## src/crg_pkg.sv

```systemverilog
// ----------------------------------------------------------------------------
// crg_pkg
// Shared types and constants of the congruential random generator.
// ----------------------------------------------------------------------------
package crg_pkg;

  // width of the generator state
  localparam int unsigned ValueWidth = 16;

  // register indexes
  localparam logic [2:0] RegMode    = 3'd0;
  localparam logic [2:0] RegModulus = 3'd1;
  localparam logic [2:0] RegMultA   = 3'd2;
  localparam logic [2:0] RegIncrC   = 3'd3;
  localparam logic [2:0] RegSquareD = 3'd4;

  // mode codes
  localparam logic [2:0] ModeLinear    = 3'd0;
  localparam logic [2:0] ModeQuadratic = 3'd1;
  localparam logic [2:0] ModeDoubling  = 3'd2;
  localparam logic [2:0] ModeInverse   = 3'd3;
  localparam logic [2:0] ModeUnion     = 3'd4;

  // op codes
  localparam logic OpAdvance = 1'b0;
  localparam logic OpLoad    = 1'b1;

  // register reset values
  localparam logic [15:0] ModulusRst = 16'd9679;
  localparam logic [15:0] MultARst   = 16'd13;
  localparam logic [15:0] IncrCRst   = 16'd190;
  localparam logic [15:0] SquareDRst = 16'd11;

  // divider request and status between sequencer and divider
  typedef struct packed {
    logic start;
  } div_req_t;

  typedef struct packed {
    logic busy;
    logic done;
  } div_stat_t;

endpackage

```

## src/congruential_random_generator_core.sv

```systemverilog
// ----------------------------------------------------------------------------
// congruential_random_generator_core
// Multi-mode modular pseudo-random generator with a shared divider.
// ----------------------------------------------------------------------------
// channel  direction  signals
// in       input      in_valid_i, in_ready_o, op_i, seed_i
// out      output     out_valid_o, out_ready_i, value_o, no_inverse_o
// cfg      input      cfg_we_i, cfg_idx_i, cfg_wdata_i
//
// One word at a time; each division runs on the shared divider, which
// hands its result back to the sequencer.
// Load, doubling and linear take 2 divisions, quadratic 3, union 4, spare
// mode codes 1, inverse 2 plus one per Euclid step (up to about 25).
// Reset clears the registers to their defaults and the state to 53.
// A stalled result holds in the output register; no new word until taken.
// ----------------------------------------------------------------------------
module congruential_random_generator_core (
  input  logic                   clk_i,
  input  logic                   rst_ni,
  input  logic                   cfg_we_i,
  input  logic [2:0]             cfg_idx_i,
  input  logic [15:0]            cfg_wdata_i,
  input  logic                   in_valid_i,
  output logic                   in_ready_o,
  input  logic                   op_i,
  input  logic [15:0]            seed_i,
  output logic                   out_valid_o,
  input  logic                   out_ready_i,
  output logic [15:0]            value_o,
  output logic                   no_inverse_o
);

  localparam int unsigned NW = 48;
  localparam int unsigned VW = crg_pkg::ValueWidth;
  localparam logic [VW-1:0] StateRst = VW'(53);

  // sequencer states
  localparam logic [3:0] StIdle  = 4'd0;
  localparam logic [3:0] StRedX  = 4'd1;  // x = state mod m
  localparam logic [3:0] StSq    = 4'd2;  // sq = x*x mod m
  localparam logic [3:0] StLin   = 4'd3;  // union result, lin+dbl mod m
  localparam logic [3:0] StDbl   = 4'd4;  // 2*lin mod m
  localparam logic [3:0] StSum   = 4'd5;  // lin+dbl mod m
  localparam logic [3:0] StEuc   = 4'd6;  // r0 / r1
  localparam logic [3:0] StInvF  = 4'd7;  // a*inv+c mod m
  localparam logic [3:0] StWait  = 4'd8;  // divider running
  localparam logic [3:0] StOut   = 4'd9;

  // configuration registers
  logic [2:0]  mode_q;
  logic [15:0] mod_q, a_q, c_q, d_q;

  always_ff @(posedge clk_i or negedge rst_ni) begin
    if (!rst_ni) begin
      mode_q <= crg_pkg::ModeLinear;
      mod_q  <= crg_pkg::ModulusRst;
      a_q    <= crg_pkg::MultARst;
      c_q    <= crg_pkg::IncrCRst;
      d_q    <= crg_pkg::SquareDRst;
    end else if (cfg_we_i) begin
      unique case (cfg_idx_i)
        crg_pkg::RegMode:    mode_q <= cfg_wdata_i[2:0];
        crg_pkg::RegModulus: mod_q  <= cfg_wdata_i;
        crg_pkg::RegMultA:   a_q    <= cfg_wdata_i;
        crg_pkg::RegIncrC:   c_q    <= cfg_wdata_i;
        crg_pkg::RegSquareD: d_q    <= cfg_wdata_i;
        default: ;
      endcase
    end
  end

  logic [15:0] m_eff;
  assign m_eff = (mod_q < 16'd2) ? 16'd2 : mod_q;

  // sequencer registers
  logic [3:0]  st_q, st_d, ret_q, ret_d;
  logic [VW-1:0] state_q, state_d;
  logic        op_q, op_d;
  logic [15:0] seed_q, seed_d;
  logic [15:0] x_q, x_d, lin_q, lin_d;
  logic [15:0] r1_q, r1_d;
  logic signed [17:0] t0_q, t0_d, t1_q, t1_d;
  logic [15:0] res_q, res_d;
  logic        flag_q, flag_d;
  logic        ovalid_q, ovalid_d;

  // divider
  crg_pkg::div_req_t  dreq;
  crg_pkg::div_stat_t dstat;
  logic [NW-1:0] dnum, dquot;
  logic [15:0]   dden, drem;

  crg_div #(.NumWidth(NW), .DenWidth(16)) u_div (
    .clk_i, .rst_ni, .req_i(dreq), .num_i(dnum), .den_i(dden),
    .stat_o(dstat), .quot_o(dquot), .rem_o(drem)
  );

  // product terms, formed combinationally from the registers and the divider output
  logic [31:0] mul_p;
  logic [15:0] mul_a, mul_b;
  logic [31:0] ax_p;
  logic signed [35:0] qt;

  assign mul_p = mul_a * mul_b;
  assign ax_p  = a_q * x_q;
  assign qt    = $signed({2'b0, dquot[15:0]}) * t1_q;

  always_comb begin
    st_d = st_q; ret_d = ret_q; state_d = state_q; op_d = op_q; seed_d = seed_q;
    x_d = x_q; lin_d = lin_q; r1_d = r1_q;
    t0_d = t0_q; t1_d = t1_q; res_d = res_q; flag_d = flag_q; ovalid_d = ovalid_q;
    dreq.start = 1'b0; dnum = '0; dden = m_eff; mul_a = '0; mul_b = '0;
    if (ovalid_q && out_ready_i) ovalid_d = 1'b0;
    unique case (st_q)
      StIdle: begin
        if (in_valid_i && !ovalid_q) begin
          op_d = op_i; seed_d = seed_i;
          dreq.start = 1'b1;
          dnum = NW'(state_q);
          ret_d = StRedX; st_d = StWait;
        end
      end
      StWait: begin
        if (dstat.done) st_d = ret_q;
      end
      StRedX: begin
        x_d = drem; flag_d = 1'b0;
        if (op_q == crg_pkg::OpLoad) begin
          dreq.start = 1'b1; dnum = NW'(seed_q);
          ret_d = StOut; st_d = StWait;
        end else begin
          unique case (mode_q) inside
            crg_pkg::ModeLinear, crg_pkg::ModeUnion: begin
              mul_a = a_q; mul_b = drem;
              dreq.start = 1'b1; dnum = NW'(mul_p) + NW'(c_q);
              ret_d = (mode_q == crg_pkg::ModeUnion) ? StDbl : StOut; st_d = StWait;
            end
            crg_pkg::ModeQuadratic: begin
              mul_a = drem; mul_b = drem;
              dreq.start = 1'b1; dnum = NW'(mul_p);
              ret_d = StSq; st_d = StWait;
            end
            crg_pkg::ModeDoubling: begin
              dreq.start = 1'b1; dnum = NW'({drem, 1'b0});
              ret_d = StOut; st_d = StWait;
            end
            crg_pkg::ModeInverse: begin
              if (drem == 16'd0) begin
                dreq.start = 1'b1; dnum = NW'(c_q);
                ret_d = StOut; st_d = StWait;
              end else begin
                r1_d = drem; t0_d = '0; t1_d = 18'sd1;
                dreq.start = 1'b1; dnum = NW'(m_eff); dden = drem;
                ret_d = StEuc; st_d = StWait;
              end
            end
            default: begin
              res_d = drem; state_d = VW'(drem);
              ovalid_d = 1'b1; st_d = StIdle;
            end
          endcase
        end
      end
      StSq: begin
        // d*sq + a*x + c < 2^33, fits the divider numerator
        mul_a = d_q; mul_b = drem;
        dreq.start = 1'b1;
        dnum = NW'(mul_p) + NW'(ax_p) + NW'(c_q);
        ret_d = StOut; st_d = StWait;
      end
      StDbl: begin
        lin_d = drem;
        dreq.start = 1'b1; dnum = NW'({drem, 1'b0});
        ret_d = StSum; st_d = StWait;
      end
      StSum: begin
        state_d = VW'(drem);
        dreq.start = 1'b1; dnum = NW'(lin_q) + NW'(drem);
        ret_d = StLin; st_d = StWait;
      end
      StLin: begin
        res_d = drem; ovalid_d = 1'b1; st_d = StIdle;
      end
      StEuc: begin
        r1_d = drem;
        t0_d = t1_q; t1_d = t0_q - 18'(qt);
        if (drem == 16'd0) begin
          if (r1_q != 16'd1) begin
            flag_d = 1'b1; res_d = x_q; state_d = VW'(x_q);
            ovalid_d = 1'b1; st_d = StIdle;
          end else begin
            st_d = StInvF;
          end
        end else begin
          dreq.start = 1'b1; dnum = NW'(r1_q); dden = drem;
          ret_d = StEuc; st_d = StWait;
        end
      end
      StInvF: begin
        // t0 lies in (-m, m); fold into [0, m)
        mul_a = t0_q[17] ? 16'(t0_q + 18'(m_eff)) : t0_q[15:0];
        mul_b = a_q;
        dreq.start = 1'b1; dnum = NW'(mul_p) + NW'(c_q);
        ret_d = StOut; st_d = StWait;
      end
      StOut: begin
        res_d = drem; state_d = VW'(drem);
        ovalid_d = 1'b1; st_d = StIdle;
      end
      default: st_d = StIdle;
    endcase
  end

  always_ff @(posedge clk_i or negedge rst_ni) begin
    if (!rst_ni) begin
      st_q <= StIdle; ret_q <= StIdle; state_q <= StateRst; ovalid_q <= 1'b0;
    end else begin
      st_q <= st_d; ret_q <= ret_d; state_q <= state_d; ovalid_q <= ovalid_d;
    end
  end

  always_ff @(posedge clk_i) begin
    op_q <= op_d; seed_q <= seed_d; x_q <= x_d; lin_q <= lin_d;
    r1_q <= r1_d; t0_q <= t0_d; t1_q <= t1_d;
    res_q <= res_d; flag_q <= flag_d;
  end

  assign in_ready_o   = (st_q == StIdle) && !ovalid_q;
  assign out_valid_o  = ovalid_q;
  assign value_o      = res_q;
  assign no_inverse_o = flag_q;

  // no new word while a result waits
  a_ready_excl: assert property (@(posedge clk_i) disable iff (!rst_ni)
    out_valid_o |-> !in_ready_o) else $error("ready while result pending");
  // divider is only started from a state other than wait
  a_div_start: assert property (@(posedge clk_i) disable iff (!rst_ni)
    dreq.start |-> st_q != StWait) else $error("divider restarted while busy");
  // accepted word makes the block busy
  a_busy: assert property (@(posedge clk_i) disable iff (!rst_ni)
    (in_valid_i && in_ready_o) |=> !in_ready_o) else $error("not busy after accept");

endmodule

```

## src/crg_div.sv

```systemverilog
// ----------------------------------------------------------------------------
// crg_div
// Shared restoring divider, one quotient bit per cycle.
// ----------------------------------------------------------------------------
module crg_div #(
  parameter int unsigned NumWidth = 48,
  parameter int unsigned DenWidth = 16
) (
  input  logic                clk_i,
  input  logic                rst_ni,
  input  crg_pkg::div_req_t   req_i,
  input  logic [NumWidth-1:0] num_i,
  input  logic [DenWidth-1:0] den_i,
  output crg_pkg::div_stat_t  stat_o,
  output logic [NumWidth-1:0] quot_o,
  output logic [DenWidth-1:0] rem_o
);

  localparam int unsigned CntWidth = $clog2(NumWidth + 1);

  logic [CntWidth-1:0] cnt_q, cnt_d;
  logic                busy_q, busy_d, done_q, done_d;
  logic [NumWidth-1:0] quot_q, quot_d;
  logic [DenWidth:0]   rem_q, rem_d;
  logic [DenWidth-1:0] den_q, den_d;
  logic [DenWidth:0]   trial;

  // one shift-subtract step per cycle
  always_comb begin
    cnt_d  = cnt_q;
    busy_d = busy_q;
    done_d = 1'b0;
    quot_d = quot_q;
    rem_d  = rem_q;
    den_d  = den_q;
    trial  = {rem_q[DenWidth-1:0], quot_q[NumWidth-1]};
    if (req_i.start) begin
      busy_d = 1'b1;
      cnt_d  = CntWidth'(NumWidth);
      quot_d = num_i;
      rem_d  = '0;
      den_d  = den_i;
    end else if (busy_q) begin
      if (trial >= {1'b0, den_q}) begin
        rem_d = trial - {1'b0, den_q};
        quot_d = {quot_q[NumWidth-2:0], 1'b1};
      end else begin
        rem_d = trial;
        quot_d = {quot_q[NumWidth-2:0], 1'b0};
      end
      cnt_d = cnt_q - 1'b1;
      if (cnt_q == CntWidth'(1)) begin
        busy_d = 1'b0;
        done_d = 1'b1;
      end
    end
  end

  always_ff @(posedge clk_i or negedge rst_ni) begin
    if (!rst_ni) begin
      cnt_q  <= '0;
      busy_q <= 1'b0;
      done_q <= 1'b0;
    end else begin
      cnt_q  <= cnt_d;
      busy_q <= busy_d;
      done_q <= done_d;
    end
  end

  always_ff @(posedge clk_i) begin
    quot_q <= quot_d;
    rem_q  <= rem_d;
    den_q  <= den_d;
  end

  assign stat_o.busy = busy_q;
  assign stat_o.done = done_q;
  assign quot_o      = quot_q;
  assign rem_o       = rem_q[DenWidth-1:0];

endmodule

```

## config.mk

```make
export PLATFORM = sky130hd
export DESIGN_NAME = congruential_random_generator_core
export DESIGN_NICKNAME = d
export VERILOG_FILES = /design/src/crg_pkg.sv /design/src/congruential_random_generator_core.sv /design/src/crg_div.sv
export SDC_FILE = /design/constraint.sdc
export NUM_CORES = 2
export LEC_CHECK = 0
export BUFFER_PORTS_ARGS = -buffer_cell sky130_fd_sc_hd__buf_4
export CORE_ASPECT_RATIO = 0.5
export CORE_MARGIN = 2
export CORE_UTILIZATION = 50
export CTS_BUF_LIST = sky130_fd_sc_hd__clkbuf_8
export DETAILED_ROUTE_END_ITERATION = 8
export PLACE_DENSITY = 0.66
export RECOVER_POWER = 50
export SYNTH_ARGS = -nofsm -noshare
export SYNTH_HDL_FRONTEND = slang
export SYNTH_SLANG_ARGS = --single-unit
```

## constraint.sdc

```tcl
create_clock -name clk_i -period 15.5 [get_ports clk_i]
set_clock_uncertainty 0.2 [all_clocks]
set_input_delay 0 -clock clk_i [delete_from_list [all_inputs] [get_ports clk_i]]
set_output_delay 0 -clock clk_i [all_outputs]
set_load 0.01 [all_outputs]
```

==> impl_metrics.json <==
{
  "antenna_found_initial": 4,
  "die_h_um": 205,
  "ys_seq_elements": 298,
  "met2_length_mm": 55.5,
  "timing.rr.start": "mod_q[15]",
  "dr_total_vias": 32400,
  "synth_top_area_frac": 0.279,
  "drt-wirelength-per-cell_um": 23.3,
  "grt_pass1_vias": 33300,
  "fmax_ghz": 0.0701,
  "violations": "capacitance limit, slew limit",
  "status": "finished, violations left",
  "slowest_delay_ns": 0.62,
  "hpwl_mm": 101,
  "synthTopCellsByArea": "fa_1, edfxtp_1, ha_1",
  "crit_top_cell": "fa_1",
  "maxCapViolations": 11,
  "cts_resized": 0,
  "clkTransAtPathRegs_ns": 0.08,
  "post-place-cells": 5348,
  "clockRootBuffer": "clkbuf_8",
  "hp-start": "cfg_idx_i[0]",
  "yosys_warnings": 0,
  "r2r_end": "u_div.quot_o[32]",
  "worst_path_max_delay_cell": "nand3_1",
  "antenna_left": 0,
  "drt-initial-drc-count": 3591,
  "holdWs_ns": 0.0984,
  "grt_overflow": 0,
  "worst_skew_pair.late_latency_ns": 0.71,
  "post_synth.cell_area_avg_um2": 9.34,
  "top_layer": "met4",
  "wl_met3_mm": 13.3,
  "syn_nets": 5291,
  "synth_cell_types": 98,
  "rows": 73,
  "min_path_type": "in2reg",
  "fin_setup_tns_ns": 0,
  "ys.flop_type": "edfxtp_1",
  "postCtsSetupBuffers": 0,
  "final.fill_count": 7227,
  "met1_length_mm": 56.9,
  "wl_mm": 129,
  "io_pins": 60,
  "whs_path_depth": 5,
  "gp_congestion": 0.984,
  "drv_slew": 280,
  "r2r_slack_ns": 1.24,
  "grt_usage": 0.317,
  "clock-sinks": 298,
  "crit_path_end_kind": "flip-flop",
  "numPortBuffers": 59,
  "setup_viol": 0,
  "layout_min_cycle_time_ns": 14.26,
  "setup_ws_ns": 1.24,
  "numCtsBuffers": 50,
  "relSlewSlack": -1.51,
  "final_layout_size_suffix_gt1_frac": 0.0785,
  "min_period_over_period": 0.920,
  "yosysSeqAreaShare": 0.205,
  "core_um2": 79900,
  "instances_no_fill": 5524,
  "cp.arrival_ns": 14.50,
  "synth_edf_count": 182,
  "worstMarginPinSlew_ns": 3.76,
  "viasPerCell": 5.86,
  "synthCells": 4345,
  "grt_pass1_wl_mm": 200,
  "fin_nets": 5341,
  "cts_tree": "built",
  "reg2regPathDepth": 47,
  "htreeDepth": 2,
  "start_util": 0.508,
  "drc": 0,
  "dp_slack_ns": 1.52,
  "finalHoldViolCount": 0,
  "cp.required_ns": 15.74,
  "min_to": "mode_q[1]",
  "syn_area_um2": 40600,
  "die_w_um": 407,
  "grt_max_degree": 73,
  "rsz0062_at_grt": "false",
  "clock_path_buffers": 3,
  "cp-start-kind": "flip-flop",
  "drtPass1Iterations": 7,
  "cp_max_fo": 10,
  "syn2layout_area_growth_pct": 8.39,
  "criticalPathCategory": "reg2reg",
  "die_area_um2": 83600,
  "netlist.top_cell.by_area": "fa_1",
  "async_flop_share": 0.336
}
## registers in the layout (all words and copies together) (netlist names), 3 cells and up
signal	count
st_q	4
lin_q	16
u_div.den_q	16
u_div.quot_o	48
state_q	16
u_div.rem_q	16
mode_q	3
mod_q	16
x_q	16
r1_q	16
c_q	16
t1_q	18
u_div.cnt_q	6
ret_q	4
a_q	16
d_q	16
value_o	16
seed_q	16
t0_q	18
## stage by stage
step | util | area (µm²)
floorplan | - | 40600
CTS | 0.553 | 44200
global placement | 0.528 | 42200
global route | 0.550 | 44000
finish | 0.551 | 44000
detailed placement | 0.528 | 42200
## kinds of logic after synthesis
group                    after synthesis  share of synthesized area
AO/OA/AOI/OAI                        653                      0.110
AND/OR/NAND/NOR                     1293                      0.150
buffers and inverters                927                     0.0863
flip-flops                           298                      0.205
adder cells (fa/ha/maj)              905                      0.383
XOR/XNOR                             153                     0.0338
multiplexers                         116                     0.0315
## timing repair
action / in CTS / in global routing
hold buffers: 82 / 0
endpoints found under the hold margin: 173 / 0
setup endpoints to repair: 0 / 0
## layout by cell type (no fill, tap or decap), types with 35 or more instances in the layout
| cell type | Yosys | layout |
|---|---|---|
| xnor2_1 | 101 | 101 |
| dlygate4sd3_1 | 0 | 81 |
| fa_1 | 565 | 565 |
| inv_1 | 704 | 707 |
| o21ai_0 | 114 | 114 |
| mux2_2 | 94 | 94 |
| nor2_1 | 236 | 236 |
| and2_1 | 231 | 230 |
| nand3_1 | 41 | 41 |
| nor3_1 | 37 | 35 |
| clkbuf_1 | 193 | 44 |
| a21o_1 | 51 | 51 |
| clkbuf_8 | 0 | 59 |
| a21oi_1 | 149 | 148 |
| nand2_1 | 586 | 586 |
| edfxtp_1 | 182 | 182 |
| dfrtp_1 | 75 | 75 |
| ha_1 | 340 | 340 |
| buf_4 | 2 | 75 |
| xor2_1 | 49 | 49 |
## layer usage
metal,GRT usage,vias up
met5,0,-
met4,0.0787,0
met3,0.0658,216
met2,0.479,1486
met1,0.464,16400
li1,-,14300
## synth_stat cells, types with 11 or more instances
library cell,number
inv_1,704
nand2_1,586
fa_1,565
ha_1,340
nor2_1,236
and2_1,231
clkbuf_1,193
edfxtp_1,182
a21oi_1,149
o21ai_0,114
xnor2_1,101
mux2_2,94
dfrtp_1,75
a21o_1,51
xor2_1,49
nand3_1,41
nor3_1,37
a211oi_1,32
a31oi_1,32
o21a_1,29
and3_1,26
a221oi_1,25
a22o_1,25
dfstp_2,25
nand2b_1,25
a22oi_1,23
mux2i_1,22
a222oi_1,21
o211ai_1,21
nand4_1,18
buf_1,16
dfxtp_1,16
or3_1,16
a221o_1,14
or2_2,14
nor4_1,13
nor2b_1,12
o21bai_1,12
o21ai_1,11
## critical path: cells and delay by family, from the launching register on
family	cells	cell delay, ns
simple gates	9	3.05
buf+inv	7	0.50
flops	1	0.43
compound gates	15	3.20
xor+xnor	2	0.53
fa+ha+maj	14	6.06
## worst max-delay path by stage
| stage | start | to | depth (start not counted) | slack, ns |
|---|---|---|---|---|
| 2_1_floorplan | mod_q[12] | u_div.quot_o[32] | 52 | 2.56 |
| 3_3_place_gp | mod_q[4] | u_div.quot_o[32] | 55 | 1.71 |
| 3_5_place_dp | mod_q[9] | u_div.quot_o[32] | 47 | 1.52 |
| 4_1_cts | mod_q[9] | u_div.quot_o[32] | 47 | 1.44 |
| 5_1_grt | mod_q[15] | u_div.quot_o[32] | 47 | 0.39 |
| 6_report | mod_q[15] | u_div.quot_o[32] | 47 | 1.24 |
## final cells by class
cell class	count	area, µm²	share of cell area
antenna	2	5.00	0.000114
timing repair buffer	218	1670	0.0380
multi-input combinational	3120	28800	0.655
clock inverter	33	355	0.00808
inverter	707	2650	0.0603
clock buffer	59	812	0.0185
tap	1087	1360	0.0309
sequential	298	8320	0.189
Power is left out: the tool's default activity adds up to more than one toggle a clock period on the data nets, which glitch-free logic cannot reach.
